$ cat config.mk
export PLATFORM = sky130hd
export DESIGN_NAME = terminal_key_escape_decoder_top
export DESIGN_NICKNAME = d
export VERILOG_FILES = /design/src/hdl/tked_pkg.sv /design/src/hdl/tked_decode.sv /design/src/hdl/terminal_key_escape_decoder_top.sv
export SDC_FILE = /design/constraint.sdc
export NUM_CORES = 1
export LEC_CHECK = 0
export BUFFER_PORTS_ARGS = -buffer_cell sky130_fd_sc_hd__buf_2
export CAP_MARGIN = 25
export CORE_MARGIN = 2
export CORE_UTILIZATION = 40
export DETAILED_ROUTE_END_ITERATION = 8
export PLACE_DENSITY = 0.68
export SETUP_SLACK_MARGIN = 0.5
export SYNTH_ARGS = -nofsm -noshare
export SYNTH_HDL_FRONTEND = slang
export SYNTH_HIERARCHICAL = 1
export SYNTH_SLANG_ARGS = --single-unit
$ cat constraint.sdc
create_clock -name clock -period 6.9 [get_ports clock]
set_input_delay 1.38 -clock clock [delete_from_list [all_inputs] [get_ports clock]]
set_output_delay 1.38 -clock clock [all_outputs]
set_load 0.02 [all_outputs]
$ cat src/hdl/tked_pkg.sv
package tked_pkg;

   // Key codes on the result channel
   localparam logic [4:0] KEY_PLAIN     = 5'd0;
   localparam logic [4:0] KEY_INTR      = 5'd1;
   localparam logic [4:0] KEY_REVERSE   = 5'd2;
   localparam logic [4:0] KEY_DELBEGIN  = 5'd3;
   localparam logic [4:0] KEY_DELWORD   = 5'd4;
   localparam logic [4:0] KEY_BACKSPACE = 5'd5;
   localparam logic [4:0] KEY_UP        = 5'd6;
   localparam logic [4:0] KEY_DOWN      = 5'd7;
   localparam logic [4:0] KEY_RIGHT     = 5'd8;
   localparam logic [4:0] KEY_LEFT      = 5'd9;
   localparam logic [4:0] KEY_HOME      = 5'd10;
   localparam logic [4:0] KEY_END       = 5'd11;
   localparam logic [4:0] KEY_INSERT    = 5'd12;
   localparam logic [4:0] KEY_DEL       = 5'd13;
   localparam logic [4:0] KEY_PGUP      = 5'd14;
   localparam logic [4:0] KEY_PGDN      = 5'd15;
   localparam logic [4:0] KEY_RWORD     = 5'd16;
   localparam logic [4:0] KEY_LWORD     = 5'd17;

   // Byte codes
   localparam logic [7:0] CH_CTRL_C   = 8'd3;
   localparam logic [7:0] CH_CTRL_R   = 8'd18;
   localparam logic [7:0] CH_CTRL_U   = 8'd21;
   localparam logic [7:0] CH_ESC      = 8'd27;
   localparam logic [7:0] CH_DEL      = 8'd127;
   localparam logic [7:0] CH_LBRACKET = 8'h5B;
   localparam logic [7:0] CH_TILDE    = 8'h7E;
   localparam logic [7:0] CH_SEMI     = 8'h3B;
   localparam logic [7:0] CH_ONE      = 8'h31;
   localparam logic [7:0] CH_FIVE     = 8'h35;
   localparam logic [7:0] CH_SIX      = 8'h36;
   localparam logic [7:0] CH_A        = 8'h41;
   localparam logic [7:0] CH_B        = 8'h42;
   localparam logic [7:0] CH_C        = 8'h43;
   localparam logic [7:0] CH_D        = 8'h44;
   localparam logic [7:0] CH_F        = 8'h46;
   localparam logic [7:0] CH_H        = 8'h48;

   // Pending-sequence flags
   typedef struct packed {
      logic       escape_seen;
      logic       bracket_seen;
      logic [2:0] digit_code;
      logic       semicolon_seen;
      logic       modifier_five_seen;
   } seq_state_type;

   // Decoder result toward the output register
   typedef struct packed {
      logic       emit;
      logic [4:0] key_kind;
      logic [7:0] char_value;
   } dec_result_type;

   // ESC [ n ~ key table
   function automatic logic [4:0] digit_key(input logic [2:0] code);
      logic [4:0] k;
      unique case (code)
         3'd1:    k = KEY_HOME;
         3'd2:    k = KEY_INSERT;
         3'd3:    k = KEY_DEL;
         3'd4:    k = KEY_END;
         3'd5:    k = KEY_PGUP;
         3'd6:    k = KEY_PGDN;
         default: k = KEY_PLAIN;
      endcase
      return k;
   endfunction

endpackage

$ cat src/hdl/tked_decode.sv
module tked_decode (
   input  tked_pkg::seq_state_type  cur_state,
   input  logic [7:0]               in_byte,
   output tked_pkg::seq_state_type  nxt_state,
   output tked_pkg::dec_result_type result
);

   always_comb begin
      nxt_state = cur_state;
      result    = '0;

      priority if (in_byte == tked_pkg::CH_CTRL_C) begin
         result.emit     = 1'b1;
         result.key_kind = tked_pkg::KEY_INTR;
      end else if (in_byte == tked_pkg::CH_CTRL_R) begin
         result.emit     = 1'b1;
         result.key_kind = tked_pkg::KEY_REVERSE;
      end else if (in_byte == tked_pkg::CH_CTRL_U) begin
         result.emit     = 1'b1;
         result.key_kind = tked_pkg::KEY_DELBEGIN;
      end else if (in_byte == tked_pkg::CH_ESC) begin
         nxt_state.escape_seen = 1'b1;
      end else if (in_byte == tked_pkg::CH_DEL) begin
         result.emit     = 1'b1;
         result.key_kind = cur_state.escape_seen ? tked_pkg::KEY_DELWORD
                                                 : tked_pkg::KEY_BACKSPACE;
      end else if (cur_state.escape_seen) begin
         nxt_state.escape_seen = 1'b0;
         if (in_byte == tked_pkg::CH_LBRACKET) begin
            nxt_state.bracket_seen = 1'b1;
         end
      end else if (cur_state.bracket_seen) begin
         nxt_state.bracket_seen = 1'b0;
         priority if (in_byte == tked_pkg::CH_A) begin
            result.emit     = 1'b1;
            result.key_kind = tked_pkg::KEY_UP;
         end else if (in_byte == tked_pkg::CH_B) begin
            result.emit     = 1'b1;
            result.key_kind = tked_pkg::KEY_DOWN;
         end else if (in_byte == tked_pkg::CH_C) begin
            result.emit     = 1'b1;
            result.key_kind = tked_pkg::KEY_RIGHT;
         end else if (in_byte == tked_pkg::CH_D) begin
            result.emit     = 1'b1;
            result.key_kind = tked_pkg::KEY_LEFT;
         end else if (in_byte == tked_pkg::CH_H) begin
            result.emit     = 1'b1;
            result.key_kind = tked_pkg::KEY_HOME;
         end else if (in_byte == tked_pkg::CH_F) begin
            result.emit     = 1'b1;
            result.key_kind = tked_pkg::KEY_END;
         end else if (in_byte >= tked_pkg::CH_ONE && in_byte <= tked_pkg::CH_SIX) begin
            // '1'..'6' carry their value in the low three bits
            nxt_state.digit_code = in_byte[2:0];
         end else begin
            nxt_state.digit_code = cur_state.digit_code;
         end
      end else if (cur_state.digit_code != 3'd0) begin
         if (in_byte == tked_pkg::CH_TILDE) begin
            result.emit     = 1'b1;
            result.key_kind = tked_pkg::digit_key(cur_state.digit_code);
         end else begin
            nxt_state.digit_code = 3'd0;
            if (in_byte == tked_pkg::CH_SEMI) begin
               nxt_state.semicolon_seen = 1'b1;
            end
         end
      end else if (cur_state.semicolon_seen) begin
         // control keys, ESC and DEL aside, swallow everything until the modifier digit
         if (in_byte == tked_pkg::CH_FIVE) begin
            nxt_state.semicolon_seen     = 1'b0;
            nxt_state.modifier_five_seen = 1'b1;
         end
      end else if (cur_state.modifier_five_seen && in_byte == tked_pkg::CH_C) begin
         result.emit     = 1'b1;
         result.key_kind = tked_pkg::KEY_RWORD;
      end else if (cur_state.modifier_five_seen && in_byte == tked_pkg::CH_D) begin
         result.emit     = 1'b1;
         result.key_kind = tked_pkg::KEY_LWORD;
      end else begin
         result.emit       = 1'b1;
         result.key_kind   = tked_pkg::KEY_PLAIN;
         result.char_value = in_byte;
      end

      // any emitted key ends the sequence
      if (result.emit) begin
         nxt_state = '0;
      end
   end

endmodule

$ cat src/hdl/terminal_key_escape_decoder_top.sv
// Terminal key decoder. Takes one raw terminal byte per req_ transaction and
// returns at most one rsp_ transaction with a key code and, for plain
// characters, the byte itself. Ctrl-C, Ctrl-R, Ctrl-U and DEL decode at once
// (ESC DEL is delete-word); ESC [ A/B/C/D/H/F, ESC [ 1..6 ~ and ESC [ 1 ; 5 C/D
// decode the arrow, home/end, edit-pad and word-move keys. Bytes that only
// advance a sequence, and sequences that are not recognized, give no result,
// except that an ordinary byte other than C or D after ESC [ n ; 5 comes out
// as a plain character. Throughput is one byte per clock while no byte that
// produces a key is held back. A byte is registered in the input register,
// the decode and flag update are a single compare-and-select pass, and the
// key lands in the output register, which drives rsp_. A byte that produces
// a key waits in the input register only while the output register is full
// and stalled; a byte that produces nothing is never held back by the result side.
module terminal_key_escape_decoder_top (
   input  logic       clock,
   input  logic       reset,

   input  logic       req_valid,
   output logic       req_stall,
   input  logic [7:0] req_in_byte,

   output logic       rsp_valid,
   input  logic       rsp_stall,
   output logic [4:0] rsp_key_kind,
   output logic [7:0] rsp_char_value
);

   // Input register
   logic       in_valid_ff;
   logic       in_valid_in;
   logic [7:0] in_byte_ff;

   // Sequence flags
   tked_pkg::seq_state_type state_ff;
   tked_pkg::seq_state_type state_in;
   tked_pkg::seq_state_type dec_state;
   tked_pkg::dec_result_type dec_result;

   // Output register
   logic       out_valid_ff;
   logic       out_valid_in;
   logic [4:0] out_kind_ff;
   logic [7:0] out_char_ff;

   logic out_free;
   logic advance;
   logic req_take;

   tked_decode u_decode (
      .cur_state (state_ff),
      .in_byte   (in_byte_ff),
      .nxt_state (dec_state),
      .result    (dec_result)
   );

   // Output slot is free when empty or being drained this cycle.
   assign out_free = !out_valid_ff || !rsp_stall;
   // The held byte retires when it needs no slot or one is free.
   assign advance  = in_valid_ff && (!dec_result.emit || out_free);
   assign req_stall = in_valid_ff && !advance;
   assign req_take  = req_valid && !req_stall;

   always_comb begin
      in_valid_in = req_take ? 1'b1 : (advance ? 1'b0 : in_valid_ff);
      state_in    = advance ? dec_state : state_ff;
      if (advance && dec_result.emit) begin
         out_valid_in = 1'b1;
      end else if (!rsp_stall) begin
         out_valid_in = 1'b0;
      end else begin
         out_valid_in = out_valid_ff;
      end
   end

   always_ff @(posedge clock) begin
      if (reset) begin
         in_valid_ff  <= 1'b0;
         out_valid_ff <= 1'b0;
         state_ff     <= '0;
      end else begin
         in_valid_ff  <= in_valid_in;
         out_valid_ff <= out_valid_in;
         state_ff     <= state_in;
      end
   end

   // Payload registers, no reset needed
   always_ff @(posedge clock) begin
      if (req_take) begin
         in_byte_ff <= req_in_byte;
      end
      if (advance && dec_result.emit) begin
         out_kind_ff <= dec_result.key_kind;
         out_char_ff <= dec_result.char_value;
      end
   end

   assign rsp_valid      = out_valid_ff;
   assign rsp_key_kind   = out_kind_ff;
   assign rsp_char_value = out_char_ff;

endmodule

* Word level (Yosys, flattened, before mapping) *
Index checks and enable logic that the tools add are counted.

cells by class
  order comparisons = 2
  eq/ne operators = 42
  muxes and demuxes = 55
  reduce and logical (&&, ||, !) cells = 26

operator list
  kind                                                            count
  two-way mux 6 bit                                               15
  == test 8 x 7 -> 1 bit, second input constant                   9
  two-way mux 14 bit                                              3
  two-way mux 8 bit                                               5
  two-way mux 7 bit                                               5
  two-way mux 3 bit                                               9
  inequality test 3 bit, second input constant                    9
  == test 8 x 5 -> 1 bit, second input constant                   3
  one-hot mux 4 bit (6 select lines)                              1
  == test 8 x 6 -> 1 bit, second input constant                   2
  AND reduction 16 bit                                            1
  inequality test 2 bit, second input constant                    6
  two-way mux 1 bit                                               11
  AND reduction 11 bit                                            1
  OR reduction 11 bit                                             1
  two-way mux 5 bit                                               2
  AND reduction 10 bit                                            1
  == test 3 bit, second input constant                            3
  == test 8 x 2 -> 1 bit, second input constant                   1
  >= comparator 8 x 6 -> 1 bit, second input constant             1
  less-or-equal comparator 8 x 6 -> 1 bit, second input constant  1
  logical AND 1 bit                                               7
  AND reduction 7 bit                                             1
  == test 3 x 2 -> 1 bit, second input constant                   2
  12 further kinds                                                25

storage, ports and cells
  register bits = 30
  logic and storage cells = 136

* Longest topological paths before layout *
Gate-level depths: netlist (run 1).

  word-level depth = 22
  depth in mapped cells = 10

* By module *
Netlist (run 1), hierarchy kept.

by module, submodules not included
  module                           times used  cells each  area each (um^2)
  terminal_key_escape_decoder_top  1           62          1,038.5
  tked_decode                      1           143         943.4

* Worst setup path before layout (run 1) *
OpenSTA, ideal clock, no wires.

  path kind = reg2out
  start = reg in_byte_ff[7]
  end = out req_stall
  arrival time = 2.149 ns
  setup slack = 3.371 ns
  cell stages (with the launch flop) = 8
  path through = edfxtp_1 or4b_4 a21oi_1 o21ai_2 a211oi_4 or2_1 nand4_1 inv_1

RTL lines
  what                    RTL line                               RTL
  from (decl)             terminal_key_escape_decoder_top.sv:31  logic [7:0] in_byte_ff;
  from (signal assigned)  terminal_key_escape_decoder_top.sv:90  in_byte_ff <= req_in_byte;
  to (decl)               terminal_key_escape_decoder_top.sv:19  output logic req_stall,

==> results of run 1 <==
-- sequential cells by signal, indices dropped and copies added, names as in the netlist --
register,cells
rsp_key_kind,5
state_ff,7
in_valid_ff,1
rsp_valid,1
rsp_char_value,8
in_byte_ff,8
-- power by group through the flow --
stage	Combinational, µW	Clock (µW)	Sequential [µW]
floorplan	27.3	0	214
global placement	35.4	0	216
detailed placement	35.7	0	216
CTS	35.8	135	212
global route	39.3	142	214
finish	35.7	129	213
-- logic make-up (layout without fill, tap and decap cells) --
family,count (synthesis),count (layout),synth area share (%)
simple gates,97,97,31.2
compound gates,45,45,17.5
flops,30,30,40.9
buf+inv,23,43,5.43
mux,9,9,4.55
xor+xnor,1,1,0.442
-- per-stage QoR --
step	cells	utilization [%]	worst slack [ps]
2_1_floorplan	205	-	3370
3_3_place_gp	285	44.7	2970
3_5_place_dp	285	44.7	2910
4_1_cts	292	46.4	2590
5_1_grt	292	46.4	2270
6_report	292	46.4	2580
-- synth_stat cells (3+ instances only) --
| cell type | count | area [µm²] |
|---|---|---|
| buf_2 | 5 | 25.0 |
| o31ai_1 | 4 | 30.0 |
| mux2i_1 | 9 | 90.1 |
| nand3_1 | 3 | 15.0 |
| a211oi_1 | 7 | 52.6 |
| nor3_1 | 11 | 55.1 |
| edfxtp_1 | 21 | 631 |
| o21ai_0 | 3 | 15.0 |
| nand4_1 | 3 | 18.8 |
| a31oi_1 | 3 | 18.8 |
| or2_1 | 3 | 18.8 |
| o21ai_1 | 5 | 25.0 |
| dfxtp_1 | 9 | 180 |
| clkbuf_1 | 5 | 18.8 |
| nor2_1 | 10 | 37.5 |
| a21oi_1 | 5 | 25.0 |
| inv_1 | 8 | 30.0 |
| nand2b_1 | 17 | 106 |
| nor4bb_1 | 3 | 30.0 |
| or3_1 | 3 | 18.8 |
| and4b_1 | 3 | 30.0 |
| and3_1 | 11 | 68.8 |
| nand2_1 | 11 | 41.3 |
-- final timing paths --
| kind | startpoint | slack, ps | to |
|---|---|---|---|
| worst min register to register | state_ff[1]$_SDFFE_PP0P_ | 520 | state_ff[1]$_SDFFE_PP0P_ |
| worst max register to register | in_byte_ff[0]$_DFFE_PP_ | 3760 | rsp_key_kind[3]$_DFFE_PP_ |
| worst max-delay path | in_byte_ff[0]$_DFFE_PP_ | 2580 | req_stall |
| worst min-delay path | state_ff[1]$_SDFFE_PP0P_ | 520 | state_ff[1]$_SDFFE_PP0P_ |
-- cell type report --
cell class / count / area [µm²] / area share (%)
Clock inverter: 2 / 10.0 / 0.454
Clock buffer: 5 / 68.8 / 3.12
Timing Repair Buffer: 26 / 130 / 5.90
Tap cell: 67 / 83.8 / 3.80
Multi-Input combinational cell: 152 / 1060 / 48.2
Inverter: 10 / 37.5 / 1.70
Sequential cell: 30 / 811 / 36.8
-- worst max-delay path: cells and delay by family (launching register included) --
family                 cells  cell delay (ps)
AO/OA/AOI/OAI              3              930
buffers and inverters      3              540
flip-flops                 1              800
AND/OR/NAND/NOR            2              400
-- per-layer routing --
metal	global-route usage (%)	wire, µm
met2	25.6	1990
met1	23.4	1880
met3	3.52	338
met5	0	0
met4	7.54	68
==> qor.yml, run 1 <==
leakage_uw: 0.000765
worstSkewPairLatency_ps: 280
grt_pass1_vias: 1427
swShare_pct: 24.8
track_usage_pct: 16.9
async_reset_ff_share_pct: 0
fin_crit_ps: 4320
worst_slew_pin_slew_ps: 869
yosysSeqAreaShare_pct: 40.9
grt_pass1_wl_um: 6910
ctsHtreeMaxLevel: 2
nNetsFinal: 237
vias: 1646
grt-ovfl-total: 0
outcome: "finished, final reports clean"
pwr-share-comb_pct: 9.5
netlist_area_um2: 1980
netSwitchingPower_uw: 93.6
relSlewSlack_pct: 41.5
post_dp_cell_area_um2: 2130
pwr-share-seq_pct: 56.3
dr.first_iter.drc_count: 215
fillCellCount: 480
start_util_pct: 41.7
cp.arrival_ps: 2940
holdWs_ps: 519
root_buffer: "clkbuf_8"
syn2layout_area_growth_pct: 11.2
final_cell_mix: "26 x buf_2, 21 x edfxtp_1, 17 x nand2b_1"
hpwl_um: 3030
fp-row-count: 25
drtPass1Iterations: 4
viasPerCell: 5.64
intPower_uw: 284
pwr-share-clk_pct: 34.3
reg2reg_depth: 7
grt_max_degree: 25
p_per_area_nw_per_um2: 171
antenna_cells: 0
post_cts_resized: 0
cts_tree: "done"
rsz0062_at_grt: "no"
port_buffers: 26
core_um2: 4750
ys.warnings.count: 6
avgSynthCellArea_um2: 9.67
crit_chain: "clkinv_1, o31ai_2, o21ai_2, a211oi_4, or2_1, nand4_1, inv_1, buf_2"
finalWirelength_um: 4280
die_h_um: 74.4
ant_nets: 0
syn-num-nets: 217
route.detailed.drc: 0
antenna_found_initial: 0
layout-drive-gt1-share_pct: 21.3
hold_depth: 2
worst-path-max-fanout: 24
cts_setup_buffers: 0
synth_cells: 205
wl_per_cell_um: 14.6
synth-edff-count: 21
slowest_stage: "edfxtp_1"
skew_ps: 4.84
fin_area_um2: 2200
p_total_uw: 378
die_area_um2: 5530
cap_violations: 0
clock_path_buffers: 2
worstSetupEndpointType: "output pin"
path_clk_slew_ps: 60
fp.dieW_um: 74.4
hold_buffers: 0
netlist-cell-type-count: 57
start_kind: "flop"
finalHoldViolations: 0
setup_tns_ps: 0
hp-class: "reg -> reg"
finalCritPeriodShare_pct: 62.7
synthFlopType: "edfxtp_1"
vdd_drop_max_mv: 0.108
cpPeakStageDelay_ps: 800
num_io_pins: 27
setup_viol: 0
cts.sink_count: 30
slew_violations: 0
criticalPathCategory: "reg -> out"
place_congestion: 0.939
ys_seq_elements: 30
layout_commonest_cell: "buf_2"
fmax_ghz: 0.231
numCtsBuffers: 5
cp.required_ps: 5520
Power figures use the tool's default switching activity.
==> run 2, diff against run 1 <==
Settings changed: ABC_AREA set to 1, PLACE_DENSITY 0.68 to 0.7.
Clock period 6.9 ns to 3.6 ns, I/O delays scaled along.
==> qor.yml, run 2 <==
slowest_stage: "edfxtp_1"
vias: 1737  # +5.5%
antenna_cells: 0  # unchanged
wl_per_cell_um: 12.3  # -16%
p_per_area_nw_per_um2: 387  # +130%
rsz0062_at_grt: "no"
fp.dieW_um: 73.0  # -1.9%
hp-class: "reg -> reg"
start_util_pct: 40.8  # -0.85 points
synth-edff-count: 21  # unchanged
worstSetupEndpointType: "output pin"
port_buffers: 26  # unchanged
fin_crit_ps: 2890
syn2layout_area_growth_pct: 13.5
finalWirelength_um: 4120  # -3.7%
path_clk_slew_ps: 60  # about the same
dr.first_iter.drc_count: 95  # -56%
num_io_pins: 27  # unchanged
synthTopCellsByArea: "edfxtp_1 33%, nand2_1 10%, dfxtp_1 9.5%"
finalHoldViolations: 0  # unchanged
final_cell_mix: "52 x nand2_1, 41 x nor2_1, 34 x inv_1"
fp-row-count: 25  # unchanged
nNetsFinal: 293  # +24%
setup_tns_ps: 0  # unchanged
worst-path-max-fanout: 6  # -75%
synthFlopType: "edfxtp_1"
cap_violations: 0  # unchanged
grt-ovfl-total: 0  # unchanged
fillCellCount: 462  # -3.8%
criticalPathCategory: "reg -> out"
ys_seq_elements: 30  # unchanged
synth_cells: 253  # +23%
async_reset_ff_share_pct: 0  # unchanged
worstSkewPairLatency_ps: 290  # about the same
drtPass1Iterations: 4  # unchanged
ant_nets: 0  # unchanged
synth.most_common_cell: "nand2_1"
post-route-util_pct: 46.4  # about the same
finalCritPeriodShare_pct: 80.4
reg2reg_depth: 9  # +2
crit_chain: "nand2_2, inv_1, nand3_1, inv_1, nor3_2, nand2_2, nand4_1, inv_1, buf_2"
grt_pass1_vias: 1538  # +7.8%
path_common_cell: "inv_1"
grt_max_degree: 17  # -32%
synth_top_area_share_pct: 33.1  # +1.3 points
synth_top_area_cell: "edfxtp_1"
synthTopCellsByCount: "52 x nand2_1, 41 x nor2_1, 34 x inv_1, 21 x edfxtp_1, 20 x nand3_1"
outcome: "finished, final reports clean"
setup_viol: 0  # unchanged
relSlewSlack_pct: 59.3  # +18 points
start_kind: "flop"
cpPeakStageDelay_ps: 490  # -310 ps
place_congestion: 0.956  # +1.8%
layout_commonest_cell: "nand2_1"
core_um2: 4660  # -2.0%
vdd_drop_max_mv: 0.224  # +110%
slew_violations: 0  # unchanged
layout-drive-gt1-share_pct: 24.1  # +2.8 points
cts.sink_count: 30  # unchanged
hpwl_um: 3200  # +5.7%
leakage_uw: 0.000979  # +28%
die_area_um2: 5330  # -3.8%
clock_path_buffers: 2  # unchanged
hold_depth: 2  # unchanged
post_cts_resized: 0  # unchanged
ctsHtreeMaxLevel: 2  # unchanged
fmax_ghz: 0.346
numCtsBuffers: 5  # unchanged
yosysSeqAreaShare_pct: 42.6  # +1.7 points
cp.required_ps: 2880  # -2640 ps
hold_buffers: 0  # unchanged
skew_ps: 7.24  # +2.41 ps
route.detailed.drc: 0  # unchanged
cts_setup_buffers: 0  # unchanged
die_h_um: 73.0  # -1.9%
viasPerCell: 5.17  # -8.3%
seq_area_um2: 811  # unchanged
netlist_area_um2: 1900  # -4.0%
ys.warnings.count: 6  # unchanged
track_usage_pct: 17.1  # +0.20 points
grt_pass1_wl_um: 6890  # -0.39%
worst_slew_pin_slew_ps: 609  # -260 ps
netlist-cell-type-count: 29  # -49%
syn-num-nets: 265  # +22%
cts_tree: "done"
root_buffer: "clkbuf_8"
avgSynthCellArea_um2: 7.52  # -22%
antenna_found_initial: 0  # unchanged
cp.arrival_ps: 2170  # -770 ps
multiInputGateArea_um2: 903  # -15%
run 2: kinds of logic after synthesis:
kind of cell | Yosys count | share of synthesized area (%)
compound gates | 22 | 6.38
buf+inv | 46 | 9.93
flops | 30 | 42.6
simple gates | 155 | 41.1
run 2: per-stage QoR:
| step | hold WS (ps) | instance area, µm² | power [µW] | instances | setup WS, ps |
|---|---|---|---|---|---|
| 2_1_floorplan | 450 | 1900 | 524 | 253 | 1330 |
| 4_1_cts | 541 | 2160 | 841 | 336 | 727 |
| 5_1_grt | 581 | 2160 | 880 | 336 | 555 |
| 3_5_place_dp | 532 | 2070 | 559 | 328 | 1050 |
| 6_report | 540 | 2160 | 837 | 336 | 707 |
| 3_3_place_gp | 521 | 2070 | 558 | 328 | 1050 |
run 2: area by class of cell:
type	count	share of cell area, %
multi-input combinational	177	41.8
sequential	30	37.5
inverter	41	7.12
timing repair buffer	26	6.02
clock buffer	6	3.82
tap	54	3.13
clock inverter	2	0.579
run 2: per-layer routing:
layer | GRT usage (%) | wire [µm] | part of all wire, %
met1 | 21.5 | 1870 | 45
met2 | 27.3 | 1850 | 45
met3 | 4.70 | 303 | 7.4
met4 | 8.23 | 92 | 2.2
met5 | 0 | 0 | 0
run 2: worst paths after layout:
kind                                                from                  endpoint  slack, ps
worst min register to register  state_ff[2]$_SDFFE_PP0P_  state_ff[2]$_SDFFE_PP0P_        540
worst max register to register   in_byte_ff[1]$_DFFE_PP_   in_byte_ff[5]$_DFFE_PP_       1030
worst min-delay path            state_ff[2]$_SDFFE_PP0P_  state_ff[2]$_SDFFE_PP0P_        540
worst max-delay path             in_byte_ff[1]$_DFFE_PP_                 req_stall        710
run 2: worst max-delay path, delay by kind of cell, from the launching register on:
| family | cells | cell delay [ps] |
|---|---|---|
| buffers and inverters | 4 | 400 |
| DFF | 1 | 490 |
| and+or+nand+nor | 5 | 1010 |
run 2: power breakdown:
| group | internal (µW) | total, µW | leakage, µW | switching [µW] |
|---|---|---|---|---|
| logic | 46.0 | 140 | 0.000656 | 94.2 |
| registers | 394 | 414 | 0.000275 | 19.9 |
| clock network | 153 | 283 | 0.0000472 | 130 |
| total | 593 | 837 | 0.000979 | 244 |
==> run 3, diff against run 2 <==
Settings changed: ABC_AREA 1 to 0.
Clock period 3.6 ns to 2.6 ns, I/O delays scaled along.
==> qor.yml, run 3 (synthesis results as in run 1) <==
antenna_found_initial: 0  # unchanged
die_h_um: 74.4  # +1.9%
antenna_cells: 0  # unchanged
cap_violations: 0  # unchanged
path_clk_slew_ps: 60  # about the same
reg2reg_depth: 11  # +2
place_congestion: 1.05  # +9.9%
port_buffers: 26  # unchanged
finalHoldViolations: 0  # unchanged
fp-row-count: 25  # unchanged
drtPass1Iterations: 5  # +1
start_kind: "flop"
grt_pass1_wl_um: 8440  # +23%
wl_per_cell_um: 16.9  # +38%
cp.arrival_ps: 2230  # +60 ps
fin_crit_ps: 2750
ctsHtreeMaxLevel: 2  # unchanged
cts.sink_count: 30  # unchanged
syn2layout_area_growth_pct: 42.5
worst-path-max-fanout: 4  # -2
grt_pass1_vias: 1836  # +19%
skew_ps: 5.23  # -2.01 ps
hold_depth: 1  # -1
worst_slew_pin_slew_ps: 592  # -17.2 ps
dp_cells: 311  # -5.2%
start_util_pct: 41.7  # +0.85 points
grt_max_degree: 17  # unchanged
fp.dieW_um: 74.4  # +1.9%
worstSkewPairLatency_ps: 290  # about the same
p_per_area_nw_per_um2: 386  # -0.26%
layout-drive-gt1-share_pct: 45.5  # +21 points
core_um2: 4750  # +2.0%
post-route-util_pct: 59.4  # +13 points
fin_ws_ps: -147  # -854 ps
outcome: "finished with violations"
num_io_pins: 27  # unchanged
rsz0062_at_grt: "yes"
setup_viol: 1  # +1
fillCellCount: 399  # -14%
grt-ovfl-total: 0  # unchanged
vdd_drop_max_mv: 0.329  # +47%
violations: "setup timing"
hp-class: "in -> reg"
layout_commonest_cell: "buf_4"
criticalPathCategory: "reg -> out"
numCtsBuffers: 5  # unchanged
layoutNonFillerInstCount: 346  # +3.0%
finalWirelength_um: 5850  # +42%
clock_path_buffers: 2  # unchanged
nNetsFinal: 290  # -1.0%
hold_buffers: 0  # unchanged
cp.required_ps: 2080  # -800 ps
final_cell_mix: "39 x buf_4, 25 x buf_2, 21 x edfxtp_1"
relSlewSlack_pct: 60.4  # +1.1 points
route.detailed.drc: 0  # unchanged
leakage_uw: 0.00109  # +11%
dr.first_iter.drc_count: 200  # +110%
worstSetupEndpointType: "output pin"
finalCritPeriodShare_pct: 106
viasPerCell: 5.81  # +12%
vias: 2011  # +16%
root_buffer: "clkbuf_8"
ant_nets: 0  # unchanged
p_total_uw: 1090  # +30%
cts_tree: "done"
fmax_ghz: 0.364
die_area_um2: 5530  # +3.9%
hpwl_um: 3520  # +10%
track_usage_pct: 20.3  # +3.2 points
slew_violations: 0  # unchanged
setup_tns_ps: -147  # -147 ps
-- run 3: changes by cell type in the layout (fill, tap and decap cells not counted), sizes merged, moves of 5 or more --
cell	before	now
nor2	47	10
mux2i	0	9
nand2	63	11
a211oi	1	8
inv	41	9
nand2b	0	17
and3	0	11
buf	26	78
a21oi	13	5
nand3	25	3
o21ai	4	9
-- run 3: metrics by stage --
stage                     instance area (µm²)  hold WS [ps]  setup WS [ps]
after floorplan                          2020           448           47.6
after global placement                   2350           495            116
after detailed placement                 2350           508           76.7
after CTS                                2540           399           -109
after global routing                     2820           392           -287
final                                    2820           406           -147
-- run 3: worst max-delay path, stage by stage, from the launching register on --
cell      delay (ps)
edfxtp_1         460
or4b_4           550
o31ai_4          110
o21ai_2          110
a211oi_4         230
or2_4            160
nand4_1          130
inv_2             90
buf_6            110
-- run 3: report_power, final --
| group | internal (µW) | switching [µW] | leakage (µW) |
|---|---|---|---|
| Combinational | 87.8 | 98.4 | 0.000774 |
| Clock | 184 | 179 | 0.0000426 |
| Sequential | 533 | 9.71 | 0.000270 |
-- run 3: worst paths after layout --
check | startpoint | endpoint | slack [ps]
worst max-delay path | in_byte_ff[2]$_DFFE_PP_ | req_stall | -150
worst min-delay path | req_in_byte[7] | in_byte_ff[7]$_DFFE_PP_ | 410
worst max register to register | in_byte_ff[2]$_DFFE_PP_ | state_ff[3]$_SDFFE_PP0P_ | 50
worst min register to register | state_ff[0]$_SDFFE_PP0P_ | state_ff[0]$_SDFFE_PP0P_ | 520
-- run 3: area by class of cell --
class | instances | area [µm²] | share of cell area, %
Tap cell | 67 | 83.8 | 2.97
Inverter | 10 | 38.8 | 1.37
Timing Repair Buffer | 78 | 579 | 20.5
Sequential cell | 30 | 811 | 28.7
Multi-Input combinational cell | 153 | 1230 | 43.6
Clock inverter | 2 | 8.76 | 0.310
Clock buffer | 6 | 72.6 | 2.57
-- run 3: timing repair --
| action | in CTS | in global routing |
|---|---|---|
| buffers inserted | 9 | 17 |
| endpoints found under the setup margin | 29 | 40 |
| resized for setup | 8 | 35 |
| cloned | 0 | 1 |
| pin swaps | 4 | 17 |
-- run 3: routing by layer --
layer | up-vias | GRT usage, % | part of all wire [%]
li1 | 923 | - | -
met1 | 932 | 23.5 | 38
met2 | 127 | 32.9 | 49
met3 | 29 | 5.56 | 7.3
met4 | 0 | 13.1 | 5.7
met5 | - | 0 | 0
